## src/rtl/fdia_pkg.sv

```systemverilog
// Shared types, constants and helpers for the fence-deferred index allocator.
// Used by fdia_qcell and the top level; depends on nothing.
`default_nettype none
package fdia_pkg;

  localparam int POOL_DEPTH  = 256;
  localparam int QUEUE_DEPTH = 64;

  localparam int IDX_W   = 20;
  localparam int FENCE_W = 64;
  localparam int SIZE_W  = 9;
  localparam int POOL_AW = (POOL_DEPTH > 1) ? $clog2(POOL_DEPTH) : 1;
  localparam int TOP_W   = $clog2(POOL_DEPTH + 1);
  localparam int QC_W    = $clog2(QUEUE_DEPTH + 1);

  typedef enum logic [1:0] {
    CMD_ACQUIRE = 2'd0,
    CMD_RELEASE = 2'd1,
    CMD_RETIRE  = 2'd2,
    CMD_COLLECT = 2'd3
  } cmd_t;

  typedef enum logic [1:0] {
    ST_OK        = 2'd0,
    ST_EXHAUSTED = 2'd1,
    ST_IGNORED   = 2'd2,
    ST_FULL      = 2'd3
  } status_t;

  typedef enum logic [1:0] {
    S_IDLE    = 2'd0,
    S_POP     = 2'd1,
    S_COLLECT = 2'd2,
    S_DONE    = 2'd3
  } state_t;

  typedef enum logic {
    REG_FIRST_INDEX = 1'b0,
    REG_POOL_SIZE   = 1'b1
  } reg_t;

  typedef struct packed {
    logic [FENCE_W-1:0] fence;
    logic [IDX_W-1:0]   idx;
    logic               ivld;
  } qentry_t;

  typedef struct packed {
    logic load;
    logic shift;
    logic take;
  } qctrl_t;

  function automatic logic [TOP_W-1:0] eff_size(input logic [SIZE_W-1:0] s);
    if (int'(s) > POOL_DEPTH) begin
      return TOP_W'(POOL_DEPTH);
    end
    return TOP_W'(s);
  endfunction

endpackage
`default_nettype wire

```

## src/rtl/fdia_qcell.sv

```systemverilog
// One cell of the retire queue chain: holds one fence entry and hands it to
// its left neighbor during collect. Depends on fdia_pkg.
`default_nettype none
module fdia_qcell
  import fdia_pkg::*;
(
  input  wire logic clk,
  input  wire qctrl_t  ctrl,
  input  wire qentry_t new_entry,
  input  wire qentry_t right_entry,
  input  wire qentry_t head_entry,
  output qentry_t      entry
);

  qentry_t entry_r;
  qentry_t entry_nxt;

  always_comb begin
    entry_nxt = entry_r;
    if (ctrl.load) begin
      entry_nxt = new_entry;
    end else if (ctrl.shift) begin
      entry_nxt = ctrl.take ? head_entry : right_entry;
    end
  end

  always_ff @(posedge clk) begin
    entry_r <= entry_nxt;
  end

  assign entry = entry_r;

endmodule
`default_nettype wire

```

## config.mk

```make
export PLATFORM = sky130hd
export DESIGN_NAME = fdia_qcell
export DESIGN_NICKNAME = d
export VERILOG_FILES = /design/src/rtl/fdia_pkg.sv /design/src/rtl/fdia_qcell.sv
export SDC_FILE = /design/constraint.sdc
export NUM_CORES = 1
export LEC_CHECK = 0
export BUFFER_PORTS_ARGS = -buffer_cell sky130_fd_sc_hd__buf_4
export CAP_MARGIN = 20
export CORE_AREA = 2 2 132 134
export CTS_BUF_LIST = sky130_fd_sc_hd__clkbuf_4 sky130_fd_sc_hd__clkbuf_8 sky130_fd_sc_hd__clkbuf_16
export CTS_CLUSTER_DIAMETER = 30
export DETAILED_ROUTE_END_ITERATION = 7
export DIE_AREA = 0 0 134 136
export PLACE_DENSITY = 0.55
export SYNTH_ARGS = -nofsm -noshare
export SYNTH_HDL_FRONTEND = slang
export SYNTH_SLANG_ARGS = --single-unit
```

## constraint.sdc

```tcl
create_clock -name clk -period 2.5 [get_ports clk]
set_input_delay 0.125 -clock clk [delete_from_list [all_inputs] [get_ports clk]]
set_output_delay 0.125 -clock clk [all_outputs]
set_load 0.01 [all_outputs]
```

==> metrics, run 1 <==
routability cong.=0.768; Hold Path Class=in -> reg; syn_nets=629; Final TNS setup=0 ns; yosys warns=0; via count=4,010; CTS clk-pin slew, worst paths=0.06 ns; Most Used Layer, Global Route=met2; Worst Tran Pin Value=0.667 ns; Arr. time, crit path=1.24 ns; Core ar.=0.0169 mm^2; critical-path maximum fanout=85; largest stage delay on the critical path=0.41 ns; sequential-to-total area share from yosys stat=0.582; Worst slew margin=0.555; post-cts resize count=0; layout cells sized above 1=0.511; Worst Setup Path Type=in -> reg; status=finished, final reports clean; all-layer global routing usage=0.152; RSZ-0062 raised after global routing=no; Die H=136 um; final net count=957; drt pass-1 iters=4; max reg flops=85; post-synthesis register bit count=85; Avg WL per Cell=15.7 um; P_leak=3.48 nW; CTS Hold Bufs=0; vias in the first global route=3,977; Slew Limit Fails=0; Cell Rows=48; CTS max path bufs=2; IO buf count=343; VDD IR max=0.285 mV; CTS tree=yes; diode count=0; Post-Syn Area=0.00439 mm^2; Crit. Startpoint=ctrl[0]; slowest cell on the critical path=buf_12; Synth Instances=370; fmax=843 MHz; Clock Root Buffer=clkbuf_16; post-route clock period utilization=0.474; Setup Viol. Count Final=0; hpwl dp=11,300 um; H-tree levels=3; die area=0.0182 mm^2; largest net degree at the start of global routing=171; most frequent cells in the layout=buf_4, mux2i_1, nand2_1, edfxtp_1, o21ai_1; average size of a mapped cell=11.9 um^2; Area contributors post-synth=edfxtp_1, mux2i_1, nand2_1, o21ai_1, o21ai_0; top cell family by delay on the critical path=buffers and inverters; worst hold slack=0.0681 ns; antenna violations before repair=0; Die X=134 um; initial detailed-routing violation count=128; Max Cap Viol=0; Routed WL=14,500 um; Area growth syn-to-layout=67.0%; met3 usage=0.0552; Setup Fix Bufs, Post-CTS=0; antenna viol nets, final=0; initial core utilization=0.260; Pwr Density=539 mW/mm^2; Fin. Hold Viols=0; met1 GRT Util=0.162; Synth top area share=0.582; met2 usage=0.278; DRC=0; Vias/cell=4.33; Fill cells=1,613; WP data required=2.55 ns; most common cell after layout, fill and taps aside=buf_4; Synth cell types=10; area leader, netlist=edfxtp_1; Final min period=1.19 ns; Remaining Overflow, GRT=0; crit-path cells=buf_4 -> buf_12 -> mux2i_1 -> o21ai_1; Num CTS Buffers=9; global-route wire length before repair=21,100 um; clk sinks=85; Worst Setup Start Kind=primary input; CP Capture Type=flip-flop; Hold Startpoint=new_entry[17]; Buf+Inv Stages, Crit Path=2; IO Pins=344
cell type report:
cell class	count	area (um^2)	area share
well taps	225	282	0.0384
flip-flops and latches	85	2550	0.348
multi-input cells	256	1600	0.219
clock inverters	6	31.3	0.00427
clock buffers	9	225	0.0307
repair buffers	346	2640	0.360
power by group:
group | switching [W] | leakage (nW) | internal, W
Combinational | 0.000405 | 2.49 | 0.000559
Sequential | 0.0000521 | 0.875 | 0.00177
Clock | 0.000511 | 0.120 | 0.000654
Total | 0.000969 | 3.48 | 0.00298
per-layer routing:
metal / wire, um / vias to the layer above
li1: - / 2004
met5: 0 / -
met1: 5250 / 1783
met3: 1440 / 17
met2: 7530 / 206
met4: 295 / 0
path summary, 6_finish.rpt:
path / end / slack, ns / depth (start not counted)
setup / recovery: entry[60] / 1.31 / 4
hold / removal: entry[17] / 0.07 / 3
synth_stat cells:
cell / number
buf_2: 11
mux2i_1: 85
or2_2: 1
buf_4: 4
buf_12: 6
edfxtp_1: 85
nand2_1: 85
clkbuf_1: 8
o21ai_1: 50
o21ai_0: 35
cells by family (layout without fill, tap and decap cells):
family | count (synthesis) | after routing | synth area share
simple gates | 86 | 86 | 0.0741
flops | 85 | 85 | 0.582
mux | 85 | 85 | 0.194
buf+inv | 29 | 361 | 0.0536
compound gates | 85 | 85 | 0.0969
metrics by stage:
stage,cells,utilization,cell area (um^2),total power (W),worst slack (ns)
floorplan,370,-,4390,0.00220,0.563
global placement,912,0.419,7070,0.00282,1.02
detailed placement,912,0.419,7070,0.00284,0.980
CTS,927,0.434,7330,0.00402,1.34
global route,927,0.434,7330,0.00415,1.28
finish,927,0.434,7330,0.00395,1.31
Note: power is estimated with default switching activity, not from simulation.
==> run 2: changes to the inputs <==
Settings changed: ABC_AREA from default to 1, CORE_AREA 2 2 132 134 to 2 2 134 136, DIE_AREA 0 0 134 136 to 0 0 136 138, PLACE_DENSITY 0.55 to 0.58.
Clock period 2.5 ns to 1.2 ns, I/O delays scaled along.
==> run 2 against run 1 <==
Against the previous run:
- sequential power is 110% higher
- clock power increased to 2.8 times the previous value
- critical path depth fell by 3
- hold slack got worse by 0.059 ns
- largest cell class unchanged
==> metrics, run 2 <==
WP data required=1.14 ns (-1.41 ns); clk sinks=85 (unchanged); Core ar.=0.0175 mm^2 (+3.9%); Worst slew margin=0.789 (+0.234); P_leak=5.09 nW (+46%); Routed WL=18,500 um (+27%); largest net degree at the start of global routing=62 (-64%); CTS max path bufs=2 (unchanged); syn_nets=980 (+56%); Sw Share=0.247 (+0.00148); Area contributors post-synth=edfxtp_1, nand2_1, inv_1, nand3_1, buf_2; sw power=0.00233 W (+140%); register area=0.00255 mm^2 (unchanged); Fin. Hold Viols=0 (unchanged); DRC=0 (unchanged); Slew Limit Fails=0 (unchanged); Post-synth EDFFs=85 (unchanged); Post-Syn Area=0.00515 mm^2 (+17%); most common cell after layout, fill and taps aside=buf_4; hpwl dp=13,600 um (+21%); ys flop type=edfxtp_1; average size of a mapped cell=7.14 um^2 (-40%); Pwr Density=1050 mW/mm^2 (+95%); all-layer global routing usage=0.193 (+0.0403); combinational power share=0.259 (+0.015); slowest cell on the critical path=edfxtp_1; post-route clock period utilization=0.818; clock power share=0.341 (+0.046); Worst Tran Pin Value=0.316 ns (-0.351 ns); Fill cells=1,745 (+8.2%); status=finished, final reports clean; area leader, netlist=edfxtp_1; initial core utilization=0.294 (+0.0335); global-route wire length before repair=27,900 um (+32%); H-tree levels=3 (unchanged); CTS clk-pin slew, worst paths=0.06 ns (about the same); Avg WL per Cell=13.7 um (-13%); asr flop ratio synth=0 (unchanged); post-synthesis register bit count=85 (unchanged); Die H=138 um (+1.5%); CTS tree=yes; antenna viol nets, final=0 (unchanged); Synth cell types=10 (unchanged); Buf+Inv Stages, Crit Path=1 (-1); Worst Setup Path Type=reg -> out; diode count=0 (unchanged); multi-input combinational cell area=0.00171 mm^2 (+6.6%); Area growth syn-to-layout=74.8%; Num CTS Buffers=9 (unchanged); routability cong.=0.819 (+6.7%); Synth Instances=721 (+95%); IO buf count=343 (unchanged); Final TNS setup=0 ns (unchanged); yosys warns=0 (unchanged); post-cts resize count=0 (unchanged); Max Cap Viol=0 (unchanged); Die X=136 um (+1.5%); sequential-to-total area share from yosys stat=0.496 (-0.0857); most frequent cells after synthesis=nand2_1, inv_1, edfxtp_1, nand3_1, buf_2; crit-path cells=buf_4; Flop pwr share=0.400 (-0.061); fmax=1020 MHz; most frequent cells in the layout=buf_4, nand2_1, inv_1; vias in the first global route=5,531 (+39%); via count=5,698 (+42%); Arr. time, crit path=0.92 ns (-0.32 ns); die area=0.0188 mm^2 (+3.0%); layout cells sized above 1=0.334 (-0.177); Crit. Startpoint=entry[68]; crit path to=entry[68]; RSZ-0062 raised after global routing=no; top cell family by delay on the critical path=flip-flops; Remaining Overflow, GRT=0 (unchanged); VDD IR max=0.628 mV (+120%); Finished Core Util=0.513 (+0.0788); antenna violations before repair=0 (unchanged); CP Capture Type=output pin; total power=0.00946 W (+140%); max reg flops=85 (unchanged); initial detailed-routing violation count=220 (+72%); Setup Viol. Count Final=0 (unchanged); Vias/cell=4.21 (-2.6%); Stages on worst setup path=1 (-3); largest stage delay on the critical path=0.41 ns (about the same); Pint=0.00712 W (+140%); Synth top area share=0.496 (-0.0857); drt pass-1 iters=6 (+2); IO Pins=344 (unchanged); Clock Root Buffer=clkbuf_16; critical-path maximum fanout=1 (-99%); Worst Setup Start Kind=flip-flop; Cell Rows=49 (+2.1%); Hold Path Class=in -> reg; most frequent cell after synthesis=nand2_1; Final min period=0.982 ns; final net count=1,377 (+44%)
## run 2: changes by cell type in the layout (fill, tap and decap cells not counted), sizes merged, moves of 3 or more
cell | previous run | this run
inv | 0 | 172
bufinv | 0 | 3
nand3 | 0 | 85
nand2 | 85 | 340
mux2i | 85 | 0
o21ai | 85 | 0
buf | 346 | 357
dlygate4sd3 | 0 | 67
## run 2: cell families (layout without fill, tap and decap cells)
| family | after synthesis | count (layout) | synth area share |
|---|---|---|---|
| simple gates | 426 | 426 | 0.332 |
| buf+inv | 210 | 612 | 0.172 |
| flops | 85 | 85 | 0.496 |
## run 2: area by class of cell
class / count / area share
Inverter: 172 / 0.0718
Tap cell: 229 / 0.0318
Clock inverter: 5 / 0.0110
Clock buffer: 11 / 0.0267
Sequential cell: 85 / 0.284
Multi-Input combinational cell: 426 / 0.190
Timing Repair Buffer: 424 / 0.385
## run 2: how the worst min path moves through the flow
stage / from / endpoint / slack [ns] / cells after the start
final: new_entry[80] / entry[80] / 0.009 / 3
after detailed placement: new_entry[77] / entry[77] / 0.33 / 3
after CTS: new_entry[7] / entry[7] / 0.001 / 3
after global routing: new_entry[17] / entry[17] / 0.02 / 3
after floorplan: new_entry[82] / entry[82] / 0.24 / 2
after global placement: new_entry[54] / entry[54] / 0.33 / 3
## run 2: through the flow
stage / hold slack (ns) / cells / cell area, um^2 / setup WS, ns
after global routing: 0.0157 / 1352 / 9000 / 0.195
after global placement: 0.331 / 1269 / 7990 / 0.0711
final: 0.00863 / 1352 / 9000 / 0.218
after floorplan: 0.242 / 721 / 5160 / -0.125
after detailed placement: 0.332 / 1269 / 7990 / 0.0533
after CTS: 0.000962 / 1352 / 9000 / 0.187
## run 2: power by group through the flow
stage | Sequential [W] | Clock [W] | Combinational [W]
6_report | 0.00378 | 0.00323 | 0.00245
5_1_grt | 0.00381 | 0.00345 | 0.00269
4_1_cts | 0.00379 | 0.00331 | 0.00248
3_5_place_dp | 0.00385 | 0 | 0.00229
3_3_place_gp | 0.00384 | 0 | 0.00228
2_1_floorplan | 0.00403 | 0 | 0.000685
## run 2: metal layers
layer,vias up,GRT usage,share of wire
li1,2926,-,-
met1,2487,0.215,0.38
met2,261,0.339,0.49
met3,24,0.0631,0.11
met4,0,0.0691,0.021
met5,-,0,0
## run 2: timing repair
| item | in CTS | in global routing |
|---|---|---|
| hold buffers | 67 | 0 |
| buffers inserted | 0 | 0 |
| hold endpoints to repair | 67 | 0 |
